File: config.mk
export PLATFORM = sky130hd
export DESIGN_NAME = four_voice_release_envelope_unit
export DESIGN_NICKNAME = d
export VERILOG_FILES = /design/src/sv/fvre_pkg.sv /design/src/sv/four_voice_release_envelope_unit.sv
export SDC_FILE = /design/constraint.sdc
export NUM_CORES = 1
export LEC_CHECK = 0
export ABC_AREA = 0
export BUFFER_PORTS_ARGS = -buffer_cell sky130_fd_sc_hd__buf_2
export CAP_MARGIN = 40
export CELL_PAD_IN_SITES_DETAIL_PLACEMENT = 1
export CELL_PAD_IN_SITES_GLOBAL_PLACEMENT = 1
export CORE_MARGIN = 10
export CORE_UTILIZATION = 40
export CTS_BUF_LIST = sky130_fd_sc_hd__clkbuf_16
export CTS_CLUSTER_SIZE = 12
export DETAILED_ROUTE_END_ITERATION = 8
export GPL_ROUTABILITY_DRIVEN = 0
export PLACE_DENSITY = 0.72
export SLEW_MARGIN = 5
export SYNTH_ARGS = -nofsm -noshare
export SYNTH_HDL_FRONTEND = slang
export SYNTH_SLANG_ARGS = --single-unit
File: constraint.sdc
create_clock -name aclk -period 5.53 [get_ports aclk]
set_input_delay 1.106 -clock aclk [delete_from_list [all_inputs] [get_ports aclk]]
set_output_delay 1.106 -clock aclk [all_outputs]
set_load 0.01 [all_outputs]
File: src/sv/fvre_pkg.sv
// fvre_pkg: shared constants and types for the four-voice release envelope unit.
// Holds mode, kind and register codes, reset values and the sequencer state type.
// No dependencies.
package fvre_pkg;

    // item kinds on the input channel
    localparam logic [1:0] MODE_NOTE_ON  = 2'd0;
    localparam logic [1:0] MODE_NOTE_OFF = 2'd1;
    localparam logic [1:0] MODE_TICK     = 2'd2;

    // result kinds
    localparam logic KIND_VOLUME = 1'b0;
    localparam logic KIND_FREQ   = 1'b1;

    // register indexes (byte address 4*i)
    localparam logic [1:0] REG_RELEASE_TIME   = 2'd0;
    localparam logic [1:0] REG_REFRESH_PERIOD = 2'd1;
    localparam logic [1:0] REG_LOWEST_NOTE    = 2'd2;
    localparam logic [1:0] REG_HIGHEST_NOTE   = 2'd3;

    localparam logic [15:0] RELEASE_TIME_RST   = 16'd1000;
    localparam logic [15:0] REFRESH_PERIOD_RST = 16'd10;
    localparam logic [6:0]  LOWEST_NOTE_RST    = 7'd0;
    localparam logic [6:0]  HIGHEST_NOTE_RST   = 7'd127;

    localparam logic [3:0] FULL_VOLUME = 4'd15;
    localparam int         MAX_DRIVEN  = 4;
    localparam int         VOICES_DEF  = 4;

    // shared divider: 16-bit restoring, one quotient bit per cycle
    localparam int DIV_W     = 16;
    localparam int DIV_CNT_W = $clog2(DIV_W);

    typedef enum logic [7:0] {
        S_IDLE    = 8'b0000_0001,
        S_ON_FREQ = 8'b0000_0010,
        S_ON_VOL  = 8'b0000_0100,
        S_DIV1    = 8'b0000_1000,
        S_RATE    = 8'b0001_0000,
        S_DIV2    = 8'b0010_0000,
        S_SET     = 8'b0100_0000,
        S_TICK    = 8'b1000_0000
    } state_t;

endpackage

File: src/sv/four_voice_release_envelope_unit.sv
// four_voice_release_envelope_unit: top level of the four-voice linear release envelope.
// One sequencer around a shared 16-step restoring divider and a one-voice-a-cycle tick walk
// that stalls while a due beat waits on a full output register. Depends on fvre_pkg.
//
//  channel | ports                                   | beat
//  --------+-----------------------------------------+---------------------------------
//  input   | s_valid s_ready s_mode s_channel s_pitch| note-on, note-off or refresh tick
//  result  | m_valid m_ready m_kind m_voice m_value  | frequency request or volume
//          | m_last                                  | update, m_last on final beat
//  config  | psel penable pwrite paddr pwdata prdata | APB write/read, pready tied high
//
//  Steps: a note-on passes the accept and two result beats; a note-off passes the accept,
//  16 divider steps for the step count, a scaling step, 16 divider steps for the rate
//  and a write-back, ends after the scaling step on a silent voice and after the accept
//  off the voice range; a tick passes the accept and then visits each driven voice in
//  turn. s_ready is high only in the idle state.
//  Result beats sit in an output register; the walk stalls only when a beat is due
//  and the register is still full. Reset is synchronous on aresetn low and restores
//  register defaults and silent, non-releasing voices; no clearing pass is needed.
module four_voice_release_envelope_unit #(
    parameter int VOICES = fvre_pkg::VOICES_DEF
) (
    input  logic        aclk,
    input  logic        aresetn,
    // input channel
    input  logic        s_valid,
    output logic        s_ready,
    input  logic [1:0]  s_mode,
    input  logic [3:0]  s_channel,
    input  logic [6:0]  s_pitch,
    // result channel
    output logic        m_valid,
    input  logic        m_ready,
    output logic        m_kind,
    output logic [1:0]  m_voice,
    output logic [6:0]  m_value,
    output logic        m_last,
    // configuration
    input  logic        psel,
    input  logic        penable,
    input  logic        pwrite,
    input  logic [3:0]  paddr,
    input  logic [31:0] pwdata,
    output logic [31:0] prdata,
    output logic        pready
);

    // only the first DRIVEN channels, at most four, drive voices
    localparam int DRIVEN = (VOICES < fvre_pkg::MAX_DRIVEN) ? VOICES : fvre_pkg::MAX_DRIVEN;
    localparam int IDX_W  = (DRIVEN > 1) ? $clog2(DRIVEN) : 1;
    localparam logic [3:0]       DRIVEN_CH = 4'(DRIVEN);
    localparam logic [IDX_W-1:0] LAST_IDX  = IDX_W'(DRIVEN - 1);
    localparam int DW = fvre_pkg::DIV_W;
    localparam int CW = fvre_pkg::DIV_CNT_W;

    // ---------------- configuration registers ----------------
    logic [15:0] release_time_reg, refresh_period_reg;
    logic [6:0]  lowest_note_reg, highest_note_reg;
    logic        cfg_wr;

    assign cfg_wr = psel && penable && pwrite;
    assign pready = 1'b1;

    always_ff @(posedge aclk) begin
        if (!aresetn) begin
            release_time_reg   <= fvre_pkg::RELEASE_TIME_RST;
            refresh_period_reg <= fvre_pkg::REFRESH_PERIOD_RST;
            lowest_note_reg    <= fvre_pkg::LOWEST_NOTE_RST;
            highest_note_reg   <= fvre_pkg::HIGHEST_NOTE_RST;
        end else if (cfg_wr) begin
            case (paddr[3:2])
                fvre_pkg::REG_RELEASE_TIME:   release_time_reg   <= pwdata[15:0];
                fvre_pkg::REG_REFRESH_PERIOD: refresh_period_reg <= pwdata[15:0];
                fvre_pkg::REG_LOWEST_NOTE:    lowest_note_reg    <= pwdata[6:0];
                fvre_pkg::REG_HIGHEST_NOTE:   highest_note_reg   <= pwdata[6:0];
                default: ;
            endcase
        end
    end

    always_comb begin
        case (paddr[3:2])
            fvre_pkg::REG_RELEASE_TIME:   prdata = {16'd0, release_time_reg};
            fvre_pkg::REG_REFRESH_PERIOD: prdata = {16'd0, refresh_period_reg};
            fvre_pkg::REG_LOWEST_NOTE:    prdata = {25'd0, lowest_note_reg};
            fvre_pkg::REG_HIGHEST_NOTE:   prdata = {25'd0, highest_note_reg};
            default:                      prdata = 32'd0;
        endcase
    end

    // ---------------- sequencer and voice state ----------------
    fvre_pkg::state_t state_reg, state_next;

    logic [3:0]  volume_reg    [DRIVEN];
    logic [3:0]  volume_next   [DRIVEN];
    logic        active_reg    [DRIVEN];
    logic        active_next   [DRIVEN];
    logic [4:0]  amount_reg    [DRIVEN];
    logic [4:0]  amount_next   [DRIVEN];
    logic [15:0] period_reg    [DRIVEN];
    logic [15:0] period_next   [DRIVEN];
    logic [15:0] countdown_reg [DRIVEN];
    logic [15:0] countdown_next[DRIVEN];

    logic [IDX_W-1:0] ch_reg, ch_next;      // voice of a note-on / note-off
    logic [IDX_W-1:0] idx_reg, idx_next;    // tick walk position
    logic [6:0]       pitch_reg, pitch_next;
    logic             amt_mode_reg, amt_mode_next; // 1: quotient is a per-step decrement

    // shared divider: dvd shifts out dividend bits and collects the quotient
    logic [DW-1:0] div_dvd_reg, div_dvd_next;
    logic [DW-1:0] div_dvs_reg, div_dvs_next;
    logic [DW-1:0] div_rem_reg, div_rem_next;
    logic [CW-1:0] div_cnt_reg, div_cnt_next;
    logic [DW:0]   div_shift, div_sub;
    logic          div_ge, div_done;

    // output register
    logic       m_valid_reg, m_valid_next;
    logic       m_kind_reg, m_kind_next;
    logic [1:0] m_voice_reg, m_voice_next;
    logic [6:0] m_value_reg, m_value_next;
    logic       m_last_reg, m_last_next;
    logic       out_free;

    // helpers
    logic          note_ok;
    logic [15:0]   rate_steps;
    logic [3:0]    rate_vol;
    logic          rate_ge;
    logic [3:0]    tick_vol_cur, tick_vol_new;
    logic [4:0]    tick_amt;
    logic          tick_zero;
    logic          will_step [DRIVEN];
    logic          later_step;

    assign s_ready = (state_reg == fvre_pkg::S_IDLE);
    assign m_valid = m_valid_reg;
    assign m_kind  = m_kind_reg;
    assign m_voice = m_voice_reg;
    assign m_value = m_value_reg;
    assign m_last  = m_last_reg;

    assign out_free = !m_valid_reg || m_ready;

    // one restoring step per cycle
    assign div_shift = {div_rem_reg, div_dvd_reg[DW-1]};
    assign div_sub   = div_shift - {1'b0, div_dvs_reg};
    assign div_ge    = (div_shift >= {1'b0, div_dvs_reg});
    assign div_done  = (div_cnt_reg == CW'(DW - 1));

    assign note_ok = (s_pitch >= lowest_note_reg) && (s_pitch <= highest_note_reg)
                     && (s_channel < DRIVEN_CH);

    // step count after the first division; zero counts as one
    assign rate_steps = (div_dvd_reg == '0) ? 16'd1 : div_dvd_reg;
    assign rate_vol   = volume_reg[ch_reg];
    assign rate_ge    = ({12'd0, rate_vol} >= rate_steps);

    assign tick_vol_cur = volume_reg[idx_reg];
    assign tick_amt     = amount_reg[idx_reg];
    assign tick_zero    = ({1'b0, tick_vol_cur} <= tick_amt);
    assign tick_vol_new = tick_zero ? 4'd0 : (tick_vol_cur - tick_amt[3:0]);

    // a voice steps on this tick when releasing with its countdown at one or zero;
    // later voices are untouched until visited, so this decides m_last
    always_comb begin
        later_step = 1'b0;
        for (int w = 0; w < DRIVEN; w++) begin
            will_step[w] = active_reg[w] && (countdown_reg[w] <= 16'd1);
            later_step   = later_step || (will_step[w] && (IDX_W'(w) > idx_reg));
        end
    end

    always_comb begin
        state_next    = state_reg;
        ch_next       = ch_reg;
        idx_next      = idx_reg;
        pitch_next    = pitch_reg;
        amt_mode_next = amt_mode_reg;
        div_dvd_next  = div_dvd_reg;
        div_dvs_next  = div_dvs_reg;
        div_rem_next  = div_rem_reg;
        div_cnt_next  = div_cnt_reg;
        m_valid_next  = m_valid_reg && !m_ready;
        m_kind_next   = m_kind_reg;
        m_voice_next  = m_voice_reg;
        m_value_next  = m_value_reg;
        m_last_next   = m_last_reg;
        for (int v = 0; v < DRIVEN; v++) begin
            volume_next[v]    = volume_reg[v];
            active_next[v]    = active_reg[v];
            amount_next[v]    = amount_reg[v];
            period_next[v]    = period_reg[v];
            countdown_next[v] = countdown_reg[v];
        end

        case (state_reg)
            fvre_pkg::S_IDLE: begin
                if (s_valid) begin
                    ch_next    = s_channel[IDX_W-1:0];
                    pitch_next = s_pitch;
                    idx_next   = '0;
                    case (s_mode)
                        fvre_pkg::MODE_NOTE_ON: begin
                            if (note_ok) state_next = fvre_pkg::S_ON_FREQ;
                        end
                        fvre_pkg::MODE_NOTE_OFF: begin
                            if (s_channel < DRIVEN_CH) begin
                                div_dvd_next = release_time_reg;
                                div_dvs_next = (refresh_period_reg == '0) ? 16'd1
                                                                          : refresh_period_reg;
                                div_rem_next = '0;
                                div_cnt_next = '0;
                                state_next   = fvre_pkg::S_DIV1;
                            end
                        end
                        fvre_pkg::MODE_TICK: state_next = fvre_pkg::S_TICK;
                        default: ;
                    endcase
                end
            end

            fvre_pkg::S_ON_FREQ: begin
                if (out_free) begin
                    m_valid_next = 1'b1;
                    m_kind_next  = fvre_pkg::KIND_FREQ;
                    m_voice_next = 2'(ch_reg);
                    m_value_next = pitch_reg;
                    m_last_next  = 1'b0;
                    state_next   = fvre_pkg::S_ON_VOL;
                end
            end

            fvre_pkg::S_ON_VOL: begin
                if (out_free) begin
                    m_valid_next        = 1'b1;
                    m_kind_next         = fvre_pkg::KIND_VOLUME;
                    m_voice_next        = 2'(ch_reg);
                    m_value_next        = {3'd0, fvre_pkg::FULL_VOLUME};
                    m_last_next         = 1'b1;
                    volume_next[ch_reg] = fvre_pkg::FULL_VOLUME;
                    active_next[ch_reg] = 1'b0;
                    state_next          = fvre_pkg::S_IDLE;
                end
            end

            fvre_pkg::S_DIV1, fvre_pkg::S_DIV2: begin
                div_dvd_next = {div_dvd_reg[DW-2:0], div_ge};
                div_rem_next = div_ge ? div_sub[DW-1:0] : div_shift[DW-1:0];
                div_cnt_next = div_cnt_reg + 1'b1;
                if (div_done) begin
                    state_next = (state_reg == fvre_pkg::S_DIV1) ? fvre_pkg::S_RATE
                                                                 : fvre_pkg::S_SET;
                end
            end

            fvre_pkg::S_RATE: begin
                if (rate_vol == 4'd0) begin
                    // release from silence just ends
                    active_next[ch_reg] = 1'b0;
                    state_next          = fvre_pkg::S_IDLE;
                end else begin
                    amt_mode_next = rate_ge;
                    div_dvd_next  = rate_ge ? 16'(rate_vol) : rate_steps;
                    div_dvs_next  = rate_ge ? rate_steps : 16'(rate_vol);
                    div_rem_next  = '0;
                    div_cnt_next  = '0;
                    state_next    = fvre_pkg::S_DIV2;
                end
            end

            fvre_pkg::S_SET: begin
                amount_next[ch_reg]    = amt_mode_reg ? div_dvd_reg[4:0] : 5'd1;
                period_next[ch_reg]    = amt_mode_reg ? 16'd1 : div_dvd_reg;
                countdown_next[ch_reg] = amt_mode_reg ? 16'd1 : div_dvd_reg;
                active_next[ch_reg]    = 1'b1;
                state_next             = fvre_pkg::S_IDLE;
            end

            fvre_pkg::S_TICK: begin
                if (!active_reg[idx_reg]) begin
                    idx_next = idx_reg + 1'b1;
                    if (idx_reg == LAST_IDX) state_next = fvre_pkg::S_IDLE;
                end else if (!will_step[idx_reg]) begin
                    countdown_next[idx_reg] = countdown_reg[idx_reg] - 16'd1;
                    idx_next = idx_reg + 1'b1;
                    if (idx_reg == LAST_IDX) state_next = fvre_pkg::S_IDLE;
                end else if (out_free) begin
                    countdown_next[idx_reg] = period_reg[idx_reg];
                    volume_next[idx_reg]    = tick_vol_new;
                    if (tick_zero) active_next[idx_reg] = 1'b0;
                    m_valid_next = 1'b1;
                    m_kind_next  = fvre_pkg::KIND_VOLUME;
                    m_voice_next = 2'(idx_reg);
                    m_value_next = {3'd0, tick_vol_new};
                    m_last_next  = !later_step;
                    idx_next     = idx_reg + 1'b1;
                    if (idx_reg == LAST_IDX) state_next = fvre_pkg::S_IDLE;
                end
            end

            default: state_next = fvre_pkg::S_IDLE;
        endcase
    end

    always_ff @(posedge aclk) begin
        if (!aresetn) begin
            state_reg   <= fvre_pkg::S_IDLE;
            m_valid_reg <= 1'b0;
            for (int v = 0; v < DRIVEN; v++) begin
                volume_reg[v]    <= '0;
                active_reg[v]    <= 1'b0;
                amount_reg[v]    <= '0;
                period_reg[v]    <= '0;
                countdown_reg[v] <= '0;
            end
        end else begin
            state_reg   <= state_next;
            m_valid_reg <= m_valid_next;
            for (int v = 0; v < DRIVEN; v++) begin
                volume_reg[v]    <= volume_next[v];
                active_reg[v]    <= active_next[v];
                amount_reg[v]    <= amount_next[v];
                period_reg[v]    <= period_next[v];
                countdown_reg[v] <= countdown_next[v];
            end
        end
    end

    // datapath registers, no reset needed
    always_ff @(posedge aclk) begin
        ch_reg       <= ch_next;
        idx_reg      <= idx_next;
        pitch_reg    <= pitch_next;
        amt_mode_reg <= amt_mode_next;
        div_dvd_reg  <= div_dvd_next;
        div_dvs_reg  <= div_dvs_next;
        div_rem_reg  <= div_rem_next;
        div_cnt_reg  <= div_cnt_next;
        m_kind_reg   <= m_kind_next;
        m_voice_reg  <= m_voice_next;
        m_value_reg  <= m_value_next;
        m_last_reg   <= m_last_next;
    end

endmodule
Yosys cells after proc, flatten, opt, wreduce, memory -nomap -nowiden
Memories as Yosys holds them, arrays and structs flattened. A register that Yosys moved wholly into a read port is not among the register bits.
Cells that the tools add are included.
Widths: inputs -> output; s select.
{ "totals": {"regBits": 130, "ramBits": 168, "wordCells": 294, "mem_count": 5} }
{ "op_classes": {"addsub": 5, "magnitude_cmp": 18, "n_eq_ne": 30, "n_mux": 142, "n_bitwise": 29, "reduce_logical": 47} }
{ "memory_table": {"columns": ["name", "depth", "word_bits", "read_ports", "rd_ports_with_merged_regs", "wr", "line_no", "text"], "rows": [
  ["countdown_reg", 4, 16, 5, 1, 4, "four_voice_release_envelope_unit.sv:102", "logic [15:0] countdown_reg [DRIVEN];"],
  ["period_reg", 4, 16, 5, 1, 4, "four_voice_release_envelope_unit.sv:100", "logic [15:0] period_reg [DRIVEN];"],
  ["amount_reg", 4, 5, 5, 1, 4, "four_voice_release_envelope_unit.sv:98", "logic [4:0] amount_reg [DRIVEN];"],
  ["volume_reg", 4, 4, 6, 2, 4, "four_voice_release_envelope_unit.sv:94", "logic [3:0] volume_reg [DRIVEN];"],
  ["active_reg", 4, 1, 5, 1, 4, "four_voice_release_envelope_unit.sv:96", "logic active_reg [DRIVEN];"]
]} }
{ "op_table": {"columns": ["op", "n"], "rows": [
  ["$mux 16", 32],
  ["$bwmux 64", 4],
  ["$mux 64", 4],
  ["$pmux 32 s4", 1],
  ["$pmux 64 s2", 1],
  ["$pmux 16 s3", 2],
  ["$mux 8", 10],
  ["$mux 4", 17],
  ["$demux 16 s2", 2],
  ["$le 16x1->1 const B", 4],
  ["$pmux 16 s2", 2],
  ["$pmux 8 s6", 1],
  ["$mux 7", 6],
  ["$logic_not 16->1", 2],
  ["$mux 5", 6],
  ["$mux 2", 14],
  ["$pmux 8 s3", 1],
  ["$mux 1", 21],
  ["$pmux 7 s3", 1],
  ["$bwmux 20", 1],
  ["$mux 20", 1],
  ["$or 1x1->1", 20],
  ["$ge 17x16->1", 1],
  ["$bwmux 16", 1],
  ["60 further kinds", 116]
]} }

Logic depth before layout (Yosys ltp)
{ "logic_depth": {"depth_word": 13, "mapped_depth": 14} }

Least setup slack after synthesis
Ideal clock, no wire load.
{ "synth_path": {"kind": "register -> register", "start": "register state_reg[0]", "end": "register div_cnt_reg[0], enable pin", "setup_ns": 0.441, "arrival_ns": 3.389, "required_time_ns": 5.089, "setup_slack_ns": 1.699, "path_stages_with_launch": 7, "n_path_buf": 2, "synth_period_minus_slack_ns": 3.831, "path_cell_list": "dfxtp_1 nor4_2 and3_1 clkbuf_1 nor2_1 clkbuf_1 a21oi_1"} }
{ "synth_between": {"elab_chain_len": 4, "elab_cells_between_ends": 11} }
{ "synth_lines": {"columns": ["element", "line_no", "text"], "rows": [
  ["from (decl)", "four_voice_release_envelope_unit.sv:92", "fvre_pkg::state_t state_reg, state_next;"],
  ["from (signal assigned)", "four_voice_release_envelope_unit.sv:309", "state_reg <= fvre_pkg::S_IDLE;"],
  ["from (signal assigned)", "four_voice_release_envelope_unit.sv:319", "state_reg <= state_next;"],
  ["$eq 8x4->1 or $eq 8x6->1 (tied branches)", "four_voice_release_envelope_unit.sv:198", "case (state_reg)"],
  ["$reduce_or 2->1", "four_voice_release_envelope_unit.sv:198", null],
  ["$reduce_bool 3->1 (no source line)", null, null],
  ["$reduce_and 5->1 (no source line) *", null, null],
  ["to (signal assigned)", "four_voice_release_envelope_unit.sv:340", "div_cnt_reg <= div_cnt_next;"],
  ["to (decl)", "four_voice_release_envelope_unit.sv:114", "logic [CW-1:0] div_cnt_reg, div_cnt_next;"]
]} }
Mark *: on every way between the ends. The rest lies on a longest branch, timed or not.
A chain may end at the register's enable or synchronous reset.

==> results.md <==
Critical path:
- The maximum single-stage delay on the critical path is 0.87 ns.
- The path depth of the worst reg2reg path is 10.
- The capturing element type of the critical path is a flop.
- The end of the worst register-to-register path is active_reg[0]$_DFFE_PP_.
- Traced cell by cell, the critical path runs through mux4_2, inv_1, ha_1, nor2b_1, o21ai_0, a21boi_0, o21ai_0, nand4_1, o211a_1, nor3_1.
- The type of element launching the critical path is a flop.
- The required time at the worst-slack endpoint is 5.91 ns.
- Along the worst path, the maximum fanout reaches 22.
- The worst setup path is of the reg -> reg kind.
- In this design, the critical path's most frequently occurring cell is o21ai_0.
- For the worst setup path, the data arrival time is 4.17 ns.
- In this run the register-to-register setup slack is 1.74 ns.
- The slowest library cell on the worst path is dfxtp_2.

Global route:
- Entering global routing, the biggest net connects 78 pins.
- Global routing used 2.521% of the available met3 tracks.
- The met2 track demand over resource is 36.82%.
- The combined global-route utilization of all metal layers is 21.57%.
- The initial antenna violation count is 0.
- The met1 routing resource usage after global routing is 27.45%.
- The total overflow reported by the global router is 0.
- The first-pass GRT wire length is 86,110 um.
- The via count of the first global-routing pass is 14,650.
- After global routing, the most crowded layer is met2.

CTS:
- In this run, post-CTS hold repair placed 0 buffers.
- The number of H-tree branching levels is 2.
- In this run the clock root is driven by a clkbuf_16.
- Clock tree synthesis found a total of 302 sinks.
- TritonCTS created 36 clock buffers.
- The number of buffers between clock root and the deepest sink is 3.
- The number of gates resized after CTS is 0.
- The post-CTS setup repair buffer count is 0.
- For the worst-skew pair, the clock arrives at the later sink with an insertion delay of 0.56 ns.
- Clock-pin slew was measured on the worst setup and hold paths at 0.06 ns.
- TritonCTS built the clock tree.

Worst hold path:
- The capture endpoint of the worst hold path is period_reg[0][7]$_SDFFE_PN0P_.
- The worst hold path belongs to the class reg -> reg.
- The number of stages on the worst hold path is 2.
- The launch point of the worst hold path is period_reg[0][7]$_SDFFE_PN0P_.

Final layout:
- The ratio of cells with drive above 1 in the final layout is 13.27%.
- The final layout contains 1,941 nets.
- The count of filler cells inserted in the layout is 4,808.
- The utilization after layout is 44.92%.
- Excluding fillers, the count of instances in the completed layout stands at 2,393.
- The area growth from synthesis to layout is 11.35%.
- The antenna cell count is 0.

Floorplan:
- The total die area is 49,590 um^2.
- The standard-cell row count is 74.
- In this run the standard cell core region covers 40,740 um^2.
- Pin placement for this block handled 102 I/O pins.
- The x dimension of the die is 222.7 um.
- The die is 222.7 um tall.
- Once the floorplan was initialized, standard cells occupied 40.34% of the core.

Placement:
- The HPWL after detailed placement is 38,660 um.
- The count of input and output buffers is 66.
- After detailed placement, the design holds a cell count of 2,329.

Yosys:
- Summing every instance area after synthesis gives 16,430 um^2.
- After technology mapping, the gate count stands at 1,827.
- During synthesis, Yosys emitted a total of 0 warnings.
- The main flop type after synthesis is dfxtp_1.
- Counting flops with an async set or reset pin after synthesis yields a share of 0%.
- The number of library cell types mapped by synthesis is 78.
- A synthesized cell averages 8.995 um^2.
- Yosys mapped a number of flops with a built-in enable equal to 78.
- The synthesized design contains 302 register bits.
- The sequential cell area fraction in the yosys report is 41.54%.

Power and ir drop:
- Across the VDD grid, the largest voltage drop is 0.3620 mV.
- For this design the ratio of total power to cell area is 420.8 nW/um^2.
- The total power of the final layout is 0.007700 W.
- The leakage power total is 6.938 nW.

Route:
- Before antenna repair, the detailed router went through 5 iterations.
- After detailed routing, the average wire length per cell comes to 23.08 um.
- Summed over all layers, the routed wires come to 55,230 um.
- The violation count after the first detailed-routing iteration is 1,111.
- The number of vias after detailed routing is 14,290.
- In the routed design, unresolved DRC markers number 0.
- The antenna violation net count after detailed routing is 0.
- After detailed routing, the number of vias per cell comes to 5.973.

Timing:
- The final clock skew is 0.02524 ns.
- The upper clock frequency limit is 264.0 MHz.
- The final number of max-transition violations is 0.
- The minimum hold slack is 0.4546 ns.
- The final count of negative-setup-slack endpoints is 0.
- The portion of the clock cycle consumed by the worst path in the final layout is 68.49%.
- The final hold violation count was 0.
- Headroom to the max-slew limit came out at 36.78%.
- The time the worst path needs with I/O delays and setup is 3.788 ns.
- Setup repair after global routing left no endpoint under its margin.
- At the pin with the least slew margin, the transition time is 0.9460 ns.
- The final total negative setup slack is 0 ns.

Run:
- The max-cap check violation count is 0.

Status:
- The flow ran to the end, and the final reports show no timing, DRC or antenna violations.
-- power by group --
group | switching (W) | internal, W
Clock | 0.000970 | 0.00135
Sequential | 0.000278 | 0.00263
Combinational | 0.00156 | 0.000915
-- synthesized netlist by cell type, types with 18 or more instances --
library cell	count	area, um^2
nor4_1	23	143.9
o21ai_0	98	490.5
clkbuf_1	103	386.6
a21oi_1	226	1131
nand2_1	172	645.6
mux2i_1	38	380.4
o22a_1	25	219.0
buf_4	18	135.1
ha_1	47	588.1
mux4_2	43	968.4
xnor2_1	20	175.2
nor2_1	231	867.1
nor3_1	22	110.1
dfxtp_1	224	4484
edfxtp_1	78	2342
and2_1	21	131.4
nand2b_1	30	187.7
a211oi_1	23	172.7
nand3_1	42	210.2
or2_2	20	125.1
inv_1	59	221.5
a22oi_1	21	157.7
-- per-stage QoR --
| stage | worst slack [ns] | instance area (um^2) |
|---|---|---|
| 3_5_place_dp | 1.862 | 17170 |
| 3_3_place_gp | 1.872 | 17080 |
| 6_report | 1.743 | 18300 |
| 4_1_cts | 1.812 | 18290 |
| 5_1_grt | 1.513 | 18300 |
| 2_1_floorplan | 1.699 | 16490 |
-- per-layer routing --
metal	wire, um	vias to the layer above
li1	-	6601
met5	0	-
met1	23880	7210
met3	2631	103
met4	1542	0
met2	27170	380
-- critical path: cells and delay by family, from the launching register on --
| family | cells | cell delay [ns] |
|---|---|---|
| multiplexers | 1 | 0.66 |
| flip-flops | 1 | 0.87 |
| buffers and inverters | 1 | 0.08 |
| adder cells (fa/ha/maj) | 1 | 0.23 |
| AND/OR/NAND/NOR | 3 | 0.56 |
| AO/OA/AOI/OAI | 4 | 1.20 |
-- how the worst max path moves through the flow --
stage / from / end
finish: flop / active_reg[0]$_DFFE_PP_
detailed placement: flop / active_reg[0]$_DFFE_PP_
global route: flop / active_reg[2]$_DFFE_PP_
CTS: flop / active_reg[0]$_DFFE_PP_
floorplan: state_reg[0]$_SDFFE_PN1P_ / div_cnt_reg[0]$_SDFFCE_PP0P_
global placement: active_reg[3]$_DFF_P_ / m_value[4]$_SDFFCE_PN0P_
-- area by class of cell --
cell class                      count  area [um^2]  area share (%)
Clock buffer                       37        925.9           5.059
Clock inverter                     26        192.7           1.053
Inverter                           60        227.7           1.244
Multi-Input combinational cell   1333         8803           48.11
Sequential cell                   302         6829           37.32
Tap cell                          532        665.6           3.637
Timing Repair Buffer              103        655.6           3.583
-- cell usage in the layout (no fill, tap or decap), drive strengths merged, types with 6 or more instances in the layout --
cell,Yosys,routed
a211oi,24,24
a21o,6,6
a21oi,226,226
a22oi,21,21
a31oi,11,11
and2,21,21
and3,8,8
and4b,6,6
buf,44,103
clkbuf,103,37
clkinv,0,9
conb,2,17
dfxtp,224,224
edfxtp,78,78
ha,47,47
inv,60,74
mux2,10,10
mux2i,38,38
mux4,53,53
nand2,173,173
nand2b,30,30
nand3,42,42
nand4,17,17
nand4b,9,9
nor2,232,232
nor2b,12,12
nor3,23,23
nor4,26,26
o211a,12,12
o211ai,7,7
o21ai,99,99
o22a,25,25
o2bb2ai,6,6
or2,20,20
or3,17,17
xnor2,20,20
xor2,8,8
-- cell families after synthesis --
group / count (synthesis) / synth area share [%]
other: 2 / 0.04570
DFF: 302 / 41.54
buffers and inverters: 207 / 5.428
AOI/OAI and AO/OA: 484 / 18.08
muxes: 101 / 10.49
and+or+nand+nor: 654 / 19.10
adders and majority gates: 49 / 3.822
xor gates and xnor gates: 28 / 1.492
No activity file was read; power rests on OpenSTA's default activity.
